$ cat src/cht_pkg.sv
package cht_pkg;

    typedef enum logic [1:0] {
        OP_SET   = 2'd0,
        OP_GET   = 2'd1,
        OP_ERASE = 2'd2,
        OP_NONE  = 2'd3
    } op_t;

    typedef enum logic [2:0] {
        ST_CLEAR,
        ST_IDLE,
        ST_HOME,
        ST_READ,
        ST_CHECK,
        ST_WRITE,
        ST_DONE
    } state_t;

endpackage

$ cat src/cht_mod.sv
// home slot: port modulo active count, one subtract per cycle (restoring divide)
module cht_mod
    import cht_pkg::*;
(
    input  logic        clk,
    input  logic        rst_n,
    input  logic        start,
    input  logic [15:0] dividend,
    input  logic [16:0] divisor,
    output logic        done,
    output logic [16:0] remainder
);
    logic [16:0] rem_reg, rem_next;
    logic [15:0] quo_reg, quo_next;
    logic [4:0]  cnt_reg, cnt_next;
    logic        busy_reg, busy_next;
    logic [17:0] trial;

    always_comb
    begin
        rem_next  = rem_reg;
        quo_next  = quo_reg;
        cnt_next  = cnt_reg;
        busy_next = busy_reg;
        trial     = {rem_reg, quo_reg[15]} - {1'b0, divisor};
        if (start)
        begin
            rem_next  = '0;
            quo_next  = dividend;
            cnt_next  = 5'd16;
            busy_next = 1'b1;
        end
        else if (busy_reg)
        begin
            if (!trial[17])
                rem_next = trial[16:0];
            else
                rem_next = {rem_reg[15:0], quo_reg[15]};
            quo_next = {quo_reg[14:0], 1'b0};
            cnt_next = cnt_reg - 5'd1;
            if (cnt_reg == 5'd1)
                busy_next = 1'b0;
        end
    end

    always_ff @(posedge clk or negedge rst_n)
    begin
        if (!rst_n)
        begin
            busy_reg <= 1'b0;
            cnt_reg  <= '0;
        end
        else
        begin
            busy_reg <= busy_next;
            cnt_reg  <= cnt_next;
        end
    end

    always_ff @(posedge clk)
    begin
        rem_reg <= rem_next;
        quo_reg <= quo_next;
    end

    assign done      = busy_reg && (cnt_reg == 5'd1);
    assign remainder = (!trial[17]) ? trial[16:0] : {rem_reg[15:0], quo_reg[15]};
endmodule

$ cat config.mk
export PLATFORM = sky130hd
export DESIGN_NAME = cht_mod
export DESIGN_NICKNAME = d
export VERILOG_FILES = /design/src/cht_pkg.sv /design/src/cht_mod.sv
export SDC_FILE = /design/constraint.sdc
export NUM_CORES = 1
export LEC_CHECK = 0
export BUFFER_PORTS_ARGS = -buffer_cell sky130_fd_sc_hd__buf_4
export CAP_MARGIN = 15
export CELL_PAD_IN_SITES_DETAIL_PLACEMENT = 1
export CELL_PAD_IN_SITES_GLOBAL_PLACEMENT = 2
export CORE_ASPECT_RATIO = 1.1
export CORE_MARGIN = 2
export CORE_UTILIZATION = 35
export DETAILED_ROUTE_END_ITERATION = 12
export PLACE_DENSITY_LB_ADDON = 0.05
export SYNTH_ARGS = -nofsm -noshare
export SYNTH_HDL_FRONTEND = slang
export SYNTH_SLANG_ARGS = --single-unit
$ cat constraint.sdc
create_clock -name clk -period 3.8 [get_ports clk]
set_input_delay 0.76 -clock clk [delete_from_list [all_inputs] [get_ports clk]]
set_output_delay 0.76 -clock clk [all_outputs]
set_load 0.05 [all_outputs]
==> results.ini, run 1 <==
[global_routing]
grt_first_pass_wirelength_um = 13500
globalRouteOverflowTotal = 0
grt_pass1_vias = 2747
grt_use_total_pct = 18.2
antenna_found_initial = 0
grt_max_degree = 37

[finish]
fin_util_pct = 48.5
finalNonFillerCells = 508
drive_above_1_share_pct = 38.5
area.growth.synth_to_final_pct = 36.4
antennaDiodeCount = 0
layout.nets = 452
largest_reg_flops = 17

[critical_path]
slowest_delay_ns = 0.31
cp_top_family = compound AO/OA/AOI/OAI gates
reg2reg_slack_ns = 1.22
path_max_fanout = 5
cp-end-kind = output pin
path_buf_inv = 5
arrival_ns = 2.93
required_ns = 3.04
cp_cell_sequence = buf_4 > inv_1 > ha_1 > nor2b_4 > o2111ai_2 > a21oi_2 > o2111a_1 > a211o_1 > buf_6 > buf_4 > mux2_4 > buf_8
r2r-end = rem_reg[14]
slowest_stage = mux2_4
ff2ff_path_depth = 9
cp_common_cell = buf_4
criticalPathCategory = in -> out
worstReg2RegStart = rem_reg[13]
worst_setup_path_start_kind = primary input

[synthesis]
synth-edff-count = 16
ys_warn_count = 0
syn-num-nets = 365
synth_async_sr_flop_share_pct = 15.4
syn_inst = 309
syn_avg_cell_area_um2 = 9.52
ys_types = 56
seq_area_frac_synth_pct = 33.0
synth_ff_type = dfxtp_1
netlist_area_mm2 = 0.00294
synth-seq-cells = 39

[route]
dr.pass1.iters = 4
num_vias = 2531
drt_iter0_drc = 70
wirelength_um = 7960
drc = 0
final_antenna_net_count = 0
vias_per_cell = 4.98
wl_per_cell_um = 15.7

[floorplan]
die-height_um = 100
start_util_pct = 35.5
ios = 54
dieArea_mm2 = 0.00915
core-area_mm2 = 0.00828
dieWidth_um = 91.4
rows = 35

[pwr]
p_leak_nw = 1.90
vdd_drop_max_mv = 0.411
p_per_area_mw_per_mm2 = 1010

[timing]
fin_hold_ws_ns = 0.260
max_freq_mhz = 271
setup_ws_ns = 0.115
finalCritPeriodShare_pct = 97.0
skew_ns = 0.00805
fin_tns_setup_ns = 0
tightest_slew_ns = 0.777
slew_violations = 0
setup_viol = 0
relSlewSlack_pct = 48.2
period_needed_ns = 3.69
hold_viol = 0

[clock_tree]
cts_max_path_buffers = 2
clkSinkCount = 39
clk_pin_slew_ns = 0.08
insertion_delay_ns = 0.29
holdBufCountCts = 0
cts_root_buf = clkbuf_8
cts_inserted_buffers = 5
cts_tree = built
cts_htree_levels = 2

[placed_design]
hpwl_um = 6210
place_congestion = 0.803
dp_cells = 497
io_buffers = 53
place_ws_ns = -0.101

[status]
status = finished clean

[hold_path]
hold_path.class = in -> async

[flow_run]
maxCapViolCount = 0

## synthesized netlist by cell type, types with 2 or more instances
cell type	count	area share, %
nor2_1	33	4.2
inv_1	27	3.4
ha_1	19	8.1
dfxtp_1	17	12
edfxtp_1	16	16
mux2_2	16	6.1
nand2_1	15	1.9
mux2_4	13	6.6
a21oi_1	11	1.9
xnor2_1	11	3.3
o21a_1	10	2.6
o21ai_0	10	1.7
clkbuf_1	7	0.89
a211oi_1	6	1.5
a21o_1	6	1.5
and2_1	6	1.3
dfrtp_1	6	5.1
a22o_1	5	1.5
nand2b_1	5	1.1
nand4_1	5	1.1
nor3_1	5	0.85
mux2i_1	4	1.4
nand3_1	4	0.68
nor2b_1	4	0.85
xor2_1	4	1.2
buf_2	3	0.51
o211ai_1	3	0.77
a211o_1	2	0.60
a21oi_2	2	0.60
a22oi_1	2	0.51
a31oi_1	2	0.43
and3_1	2	0.43
buf_6	2	0.77
nor4_1	2	0.43
o21bai_1	2	0.51
or3_1	2	0.43
## metrics by stage
stage                     total power (W)  cell area [um2]
final                             0.00404             4010
after global routing              0.00432             4010
after CTS                         0.00391             3900
after detailed placement          0.00344             3710
after global placement            0.00340             3710
after floorplan                   0.00258             2950
## placed cells by master (no fill, tap or decap), types with 6 or more instances in the layout
cell type,synthesis,final
buf_6,2,10
dfrtp_1,6,6
ha_1,19,15
o21a_1,10,10
o21ai_0,10,8
buf_4,1,81
and2_1,6,6
a211oi_1,6,6
edfxtp_1,16,16
mux2_2,16,16
dfxtp_1,17,17
mux2_4,13,13
nor2_1,33,33
nand2_1,15,15
xnor2_1,11,11
a21oi_1,11,8
inv_1,27,27
## power breakdown
part | total (W) | internal, W | leakage (nW) | switching (W)
sequential | 0.000709 | 0.000572 | 0.379 | 0.000137
clock | 0.000415 | 0.000263 | 0.0654 | 0.000152
combinational | 0.00291 | 0.00134 | 1.46 | 0.00158
## cell families after synthesis
family / after synthesis / share of synthesized area, %
adders and majority gates: 20 / 8.76
and+or+nand+nor: 87 / 14.3
muxes: 33 / 14.1
AOI/OAI and AO/OA: 74 / 19.4
DFF: 39 / 33.0
buffers and inverters: 41 / 6.00
xor gates and xnor gates: 15 / 4.47
## worst max-delay path by stage
stage                           start             to  slack [ns]  cells past startpoint
after detailed placement   divisor[0]  remainder[13]       -0.10                     12
after global placement     divisor[0]  remainder[13]       -0.05                     12
after global routing       divisor[1]  remainder[15]      -0.004                     12
after floorplan           divisor[12]   remainder[1]       0.006                     10
after CTS                  divisor[3]  remainder[10]       0.006                     12
final                      divisor[1]  remainder[15]        0.11                     12
## routing by layer
metal | vias to the layer above | global-route usage (%) | part of all wire [%] | routed length (um)
li1 | 1283 | - | - | -
met1 | 1211 | 23.9 | 48 | 3800
met2 | 35 | 31.4 | 49 | 3940
met3 | 2 | 2.18 | 2.3 | 181
met4 | 0 | 5.36 | 0.59 | 47
met5 | - | 0 | 0 | 0
## timing repair
item	4_1_cts	5_1_grt
cloned	0	0
setup buffers	2	1
gates resized for setup	7	26
pin swaps	4	10
endpoints found under the setup margin	12	12
## worst reg2reg max path, cell delays in order (launching register included)
cell,delay [ns]
dfxtp_1,0.35
ha_1,0.40
and2_1,0.25
a41oi_4,0.16
nor2b_2,0.18
a211o_1,0.33
buf_6,0.15
buf_4,0.15
mux2_4,0.31
a22o_1,0.20
## final cells by class
class	count	area [um2]
fill	936	4270
multi-input combinational	229	1900
sequential	39	971
timing repair buffer	94	771
tap	111	139
inverter	27	101
clock buffer	6	72.6
clock inverter	2	60.1
(Power assumes the default switching activity.)
==> run 2: changes to the inputs <==
Settings changed: REMOVE_ABC_BUFFERS set to 1.
Clock period 3.8 ns to 3.95 ns, I/O delays scaled along.
==> run 2 against run 1 <==
Against the previous run: sequential share of layout area grew 1.6 points; design area fell by 6.3%; register-to-register slack improved by 0.14 ns; die area did not move; count of clock-buffer cells in the layout down 1; worst setup slack better by 0.040 ns; clock skew rose by 0.0070 ns; total power decreased by 13%; core utilization down 3.1 points.
==> results.ini, run 2 (same netlist as run 1, synthesis figures left out) <==
[clock_tree]
cts_tree = built  ; unchanged
clk_pin_slew_ns = 0.09  ; was 0.08 ns
holdBufCountCts = 0  ; unchanged
cts_max_path_buffers = 2  ; unchanged
cts_inserted_buffers = 5  ; unchanged
clkSinkCount = 39  ; unchanged
cts_root_buf = clkbuf_8  ; unchanged
insertion_delay_ns = 0.30  ; was 0.29 ns
cts_htree_levels = 2  ; unchanged

[critical_path]
arrival_ns = 3.01  ; was 2.93 ns
required_ns = 3.16  ; was 3.04 ns
worst_setup_path_start_kind = primary input  ; unchanged
path_max_fanout = 5  ; unchanged
criticalPathCategory = in -> out  ; unchanged
cp-end-kind = output pin  ; unchanged

[global_routing]
grt_first_pass_wirelength_um = 12900  ; was 13500 um
grt_use_total_pct = 17.4  ; was 18.2%
antenna_found_initial = 0  ; unchanged
grt_max_degree = 37  ; unchanged
grt_pass1_vias = 2668  ; was 2747
globalRouteOverflowTotal = 0  ; unchanged

[finish]
largest_reg_flops = 17  ; unchanged
mostFrequentLayoutCells = buf_4 (81), nor2_1 (33), inv_1 (27), ha_1 (18), dfxtp_1 (17)  ; was buf_4 (81), nor2_1 (33), inv_1 (27), dfxtp_1 (17)
layout.nets = 441  ; was 452
antennaDiodeCount = 0  ; unchanged
drive_above_1_share_pct = 34.2  ; was 38.5%
fin_area_mm2 = 0.00376  ; was 0.00401 mm2
layout_commonest_cell = buf_4  ; unchanged
fin_util_pct = 45.4  ; was 48.5%
area.growth.synth_to_final_pct = 27.8  ; was 36.4%
fill_cells = 965  ; was 936

[placed_design]
placed_cell_area_mm2 = 0.00364  ; was 0.00371 mm2
io_buffers = 53  ; unchanged
hpwl_um = 6000  ; was 6210 um
place_congestion = 0.811  ; was 0.803

[timing]
skew_ns = 0.0151  ; was 0.00805 ns
setup_viol = 0  ; unchanged
max_freq_mhz = 263
hold_viol = 0  ; unchanged
period_needed_ns = 3.80
slew_violations = 0  ; unchanged
tightest_slew_ns = 0.824  ; was 0.777 ns
finalCritPeriodShare_pct = 96.1
relSlewSlack_pct = 45.1  ; was 48.2%
fin_hold_ws_ns = 0.282  ; was 0.260 ns

[route]
wl_per_cell_um = 15.5  ; was 15.7 um
drc = 0  ; unchanged
final_antenna_net_count = 0  ; unchanged
wirelength_um = 7730  ; was 7960 um
vias_per_cell = 5.06  ; was 4.98
num_vias = 2514  ; was 2531
drt_iter0_drc = 80  ; was 70
dr.pass1.iters = 4  ; unchanged

[pwr]
vdd_drop_max_mv = 0.286  ; was 0.411 mV
p_leak_nw = 1.81  ; was 1.90 nW
p_per_area_mw_per_mm2 = 929  ; was 1010 mW/mm2

[floorplan]
start_util_pct = 35.5  ; unchanged
dieWidth_um = 91.4  ; unchanged
ios = 54  ; unchanged
rows = 35  ; unchanged
dieArea_mm2 = 0.00915  ; unchanged
die-height_um = 100  ; unchanged
core-area_mm2 = 0.00828  ; unchanged

[hold_path]
hold_path.class = in -> async  ; unchanged

[flow_run]
maxCapViolCount = 0  ; unchanged

[status]
status = finished clean  ; unchanged

run 2: changes by cell type in the layout (fill, tap and decap cells not counted), moves of 2 or more:
cell,before,now
a21oi_2,5,2
buf_8,2,0
a21oi_1,8,11
bufinv_16,2,0
buf_6,10,1
clkinvlp_4,0,2
ha_1,15,18
ha_4,3,0
run 2: per-layer routing:
metal	up-vias	track usage, %	routed length (um)
met5	-	0	0
met4	0	3.50	46
met3	5	2.10	217
met2	34	31.4	3840
met1	1212	22.4	3620
li1	1263	-	-
run 2: report_power, final:
| group | internal (W) | switching, W |
|---|---|---|
| logic | 0.00110 | 0.00145 |
| clock network | 0.000123 | 0.000166 |
| registers | 0.000550 | 0.000111 |
run 2: layout make-up:
cell class | count | area, um2 | share of cell area [%]
Inverter | 27 | 101 | 2.70
Multi-Input combinational cell | 229 | 1820 | 48.4
Tap cell | 111 | 139 | 3.70
Timing Repair Buffer | 83 | 639 | 17.0
Clock buffer | 5 | 68.8 | 1.83
Sequential cell | 39 | 971 | 25.8
Clock inverter | 3 | 20.0 | 0.533
run 2: path summary, 6_finish.rpt:
| path | start | to | slack, ns | depth (start not counted) |
|---|---|---|---|---|
| setup reg to reg | rem_reg[11] | rem_reg[9] | 1.36 | 9 |
| setup / recovery | divisor[12] | remainder[9] | 0.15 | 11 |
| min in group clk | cnt_reg[4] | cnt_reg[4] | 0.54 | 2 |
| hold / removal | rst_n | cnt_reg[1] | 0.28 | 1 |
| max in group asynchronous | rst_n | cnt_reg[0] | 3.54 | 1 |
| hold reg to reg | cnt_reg[4] | cnt_reg[4] | 0.54 | 2 |
run 2: critical path, stage by stage:
cell	delay, ns
buf_4	0.08
inv_1	0.03
ha_2	0.36
buf_4	0.12
and4_1	0.20
and3_1	0.21
o211ai_1	0.14
a211o_4	0.40
buf_4	0.17
mux2_4	0.31
buf_4	0.19
run 2: timing repair:
action	4_1_cts	5_1_grt
buffers inserted	0	0
endpoints found under the hold margin	0	0
gates resized for setup	3	6
setup endpoints to repair	1	17
pin swaps	0	3
run 2: metrics by stage:
step	total power (W)	setup WS (ns)	instances	TNS [ns]
5_1_grt	0.00373	-0.000567	497	-0.000567
3_5_place_dp	0.00319	-0.0186	489	-0.0186
2_1_floorplan	0.00241	-0.522	295	-0.858
3_3_place_gp	0.00317	0.00835	489	0
6_report	0.00349	0.154	497	0
4_1_cts	0.00351	0.00250	497	0
==> run 3: changes to the inputs <==
Settings changed: BUFFER_PORTS_ARGS -buffer_cell sky130_fd_sc_hd__buf_4 to -buffer_cell sky130_fd_sc_hd__buf_2, MAX_ROUTING_LAYER set to met4.
==> run 3 against run 2 <==
Against the previous run: global-route usage rose by 0.51 points; clock skew fell by 0.0043 ns; design area fell by 0.50%; total power rose by 1.2%; critical path depth did not move; non-clock buffer count rose by 8; sequential share of layout area rose by 0.13 points; largest cell class unchanged; count of clock-buffer cells in the layout rose by 1.
==> results.ini, run 3 (same netlist as run 1, synthesis figures left out) <==
[status]
status = finished clean  ; unchanged

[global_routing]
antenna_found_initial = 0  ; unchanged
grt_pass1_vias = 2729  ; was 2668
grt_first_pass_wirelength_um = 12900  ; about the same
grt_use_total_pct = 17.9  ; was 17.4%
grt_max_degree = 36  ; was 37
globalRouteOverflowTotal = 0  ; unchanged

[floorplan]
dieArea_mm2 = 0.00915  ; unchanged
core-area_mm2 = 0.00828  ; unchanged
ios = 54  ; unchanged
dieWidth_um = 91.4  ; unchanged
die-height_um = 100  ; unchanged
rows = 35  ; unchanged
start_util_pct = 35.5  ; unchanged

[route]
drc = 0  ; unchanged
wirelength_um = 7700  ; was 7730 um
dr.pass1.iters = 4  ; unchanged
vias_per_cell = 5.10  ; was 5.06
final_antenna_net_count = 0  ; unchanged
num_vias = 2574  ; was 2514
wl_per_cell_um = 15.2  ; was 15.5 um
drt_iter0_drc = 62  ; was 80

[timing]
max_freq_mhz = 260  ; was 263 MHz
rsz0062_at_grt = yes
tightest_slew_ns = 0.846  ; was 0.824 ns
hold_viol = 0  ; unchanged
finalCritPeriodShare_pct = 97.5  ; was 96.1%
setup_viol = 0  ; unchanged
skew_ns = 0.0108  ; was 0.0151 ns
slew_violations = 0  ; unchanged
fin_tns_setup_ns = 0  ; unchanged
fin_hold_ws_ns = 0.305  ; was 0.282 ns
relSlewSlack_pct = 43.6  ; was 45.1%
period_needed_ns = 3.85  ; was 3.80 ns

[finish]
drive_above_1_share_pct = 35.8  ; was 34.2%
regArea_um2 = 971  ; unchanged
fill_cells = 960  ; was 965
largest_reg_flops = 17  ; unchanged
multiInputGateArea_mm2 = 0.00184  ; was 0.00182 mm2
antennaDiodeCount = 0  ; unchanged
fin_area_mm2 = 0.00374  ; was 0.00376 mm2
layout.nets = 449  ; was 441
area.growth.synth_to_final_pct = 27.1  ; was 27.8%
layout_commonest_cell = buf_2  ; was buf_4
fin_util_pct = 45.2  ; was 45.4%
mostFrequentLayoutCells = buf_2 (49), buf_4 (39), nor2_1 (33), inv_1 (27), ha_1 (18)  ; was buf_4 (81), nor2_1 (33), inv_1 (27), ha_1 (18), dfxtp_1 (17)

[clock_tree]
cts_root_buf = clkbuf_8  ; unchanged
cts_inserted_buffers = 5  ; unchanged
insertion_delay_ns = 0.30  ; about the same
holdBufCountCts = 0  ; unchanged
cts_htree_levels = 2  ; unchanged
cts_max_path_buffers = 2  ; unchanged
cts_tree = built  ; unchanged
clk_pin_slew_ns = 0.08  ; was 0.09 ns
clkSinkCount = 39  ; unchanged

[pwr]
switching_share_pct = 48.8  ; was 49.3%
p_leak_nw = 1.83  ; was 1.81 nW
p_per_area_mw_per_mm2 = 945  ; was 929 mW/mm2
power.switching_w = 0.00172  ; about the same
vdd_drop_max_mv = 0.369  ; was 0.286 mV
power_frac_comb_pct = 71.5  ; was 72.8%
pwr-share-clk_pct = 9.8  ; was 8.3%
pwr-share-seq_pct = 18.8  ; was 18.9%
intPower_w = 0.00181  ; was 0.00177 W

[critical_path]
path_max_fanout = 5  ; unchanged
required_ns = 3.16  ; about the same
worst_setup_path_start_kind = primary input  ; unchanged
criticalPathCategory = in -> out  ; unchanged
arrival_ns = 3.06  ; was 3.01 ns
cp-end-kind = output pin  ; unchanged

[placed_design]
placed_cell_area_mm2 = 0.00356  ; was 0.00364 mm2
io_buffers = 53  ; unchanged
place_congestion = 0.832  ; was 0.811
hpwl_um = 5940  ; was 6000 um

[hold_path]
hold_path.class = in -> async  ; unchanged

[flow_run]
maxCapViolCount = 0  ; unchanged

run 3: worst max-delay path, stage by stage:
cell and delay, ns:
buf_2 0.08, inv_1 0.03, ha_1 0.36, a21o_1 0.21, a21oi_2 0.16, a21oi_2 0.10, o2111a_1 0.27, a211o_4 0.36
buf_4 0.17, mux2_4 0.31, buf_2 0.21
run 3: layer usage:
layer  GRT usage, %  part of all wire [%]  routed length, um  vias up
met4           5.13                   1.8                136        0
met3           2.70                   2.7                207       14
met5              -                     0                  0        -
met2           29.8                    49               3760       41
met1           22.7                    47               3590     1244
li1               -                     -                  -     1275
run 3: layout make-up:
| class | instances | area share [%] |
|---|---|---|
| Clock buffer | 6 | 1.94 |
| Sequential cell | 39 | 26.0 |
| Timing Repair Buffer | 91 | 15.4 |
| Multi-Input combinational cell | 229 | 49.2 |
| Clock inverter | 2 | 1.00 |
| Tap cell | 111 | 3.71 |
| Inverter | 27 | 2.71 |
run 3: power groups by stage:
stage | Sequential, W | Clock [W] | Combinational, W
5_1_grt | 0.000687 | 0.000363 | 0.00273
6_report | 0.000663 | 0.000345 | 0.00253
3_3_place_gp | 0.000670 | 0 | 0.00244
4_1_cts | 0.000663 | 0.000357 | 0.00250
3_5_place_dp | 0.000672 | 0 | 0.00246
2_1_floorplan | 0.000634 | 0 | 0.00178
run 3: metrics by stage:
step	std cells	setup slack, ns	power (W)
floorplan	295	-0.522	0.00241
global route	505	-0.0197	0.00378
global placement	496	-0.0478	0.00311
finish	505	0.0984	0.00353
CTS	504	0.00250	0.00352
detailed placement	496	-0.0877	0.00313
run 3: final timing paths:
| check | startpoint | endpoint | slack [ns] | cells past startpoint |
|---|---|---|---|---|
| setup / recovery | divisor[3] | remainder[12] | 0.1 | 11 |
| hold / removal | rst_n | cnt_reg[4] | 0.30 | 1 |
| setup reg to reg | quo_reg[15] | rem_reg[9] | 1.21 | 12 |
| hold reg to reg | rem_reg[14] | rem_reg[14] | 0.54 | 1 |
| max in group asynchronous | rst_n | cnt_reg[1] | 3.50 | 1 |
| min in group clk | rem_reg[14] | rem_reg[14] | 0.54 | 1 |
run 3: repair_timing:
item,4_1_cts,5_1_grt
resized for setup,5,11
pin swaps,2,5
setup endpoints to repair,17,17
gates cloned,0,0
buffers inserted,0,1
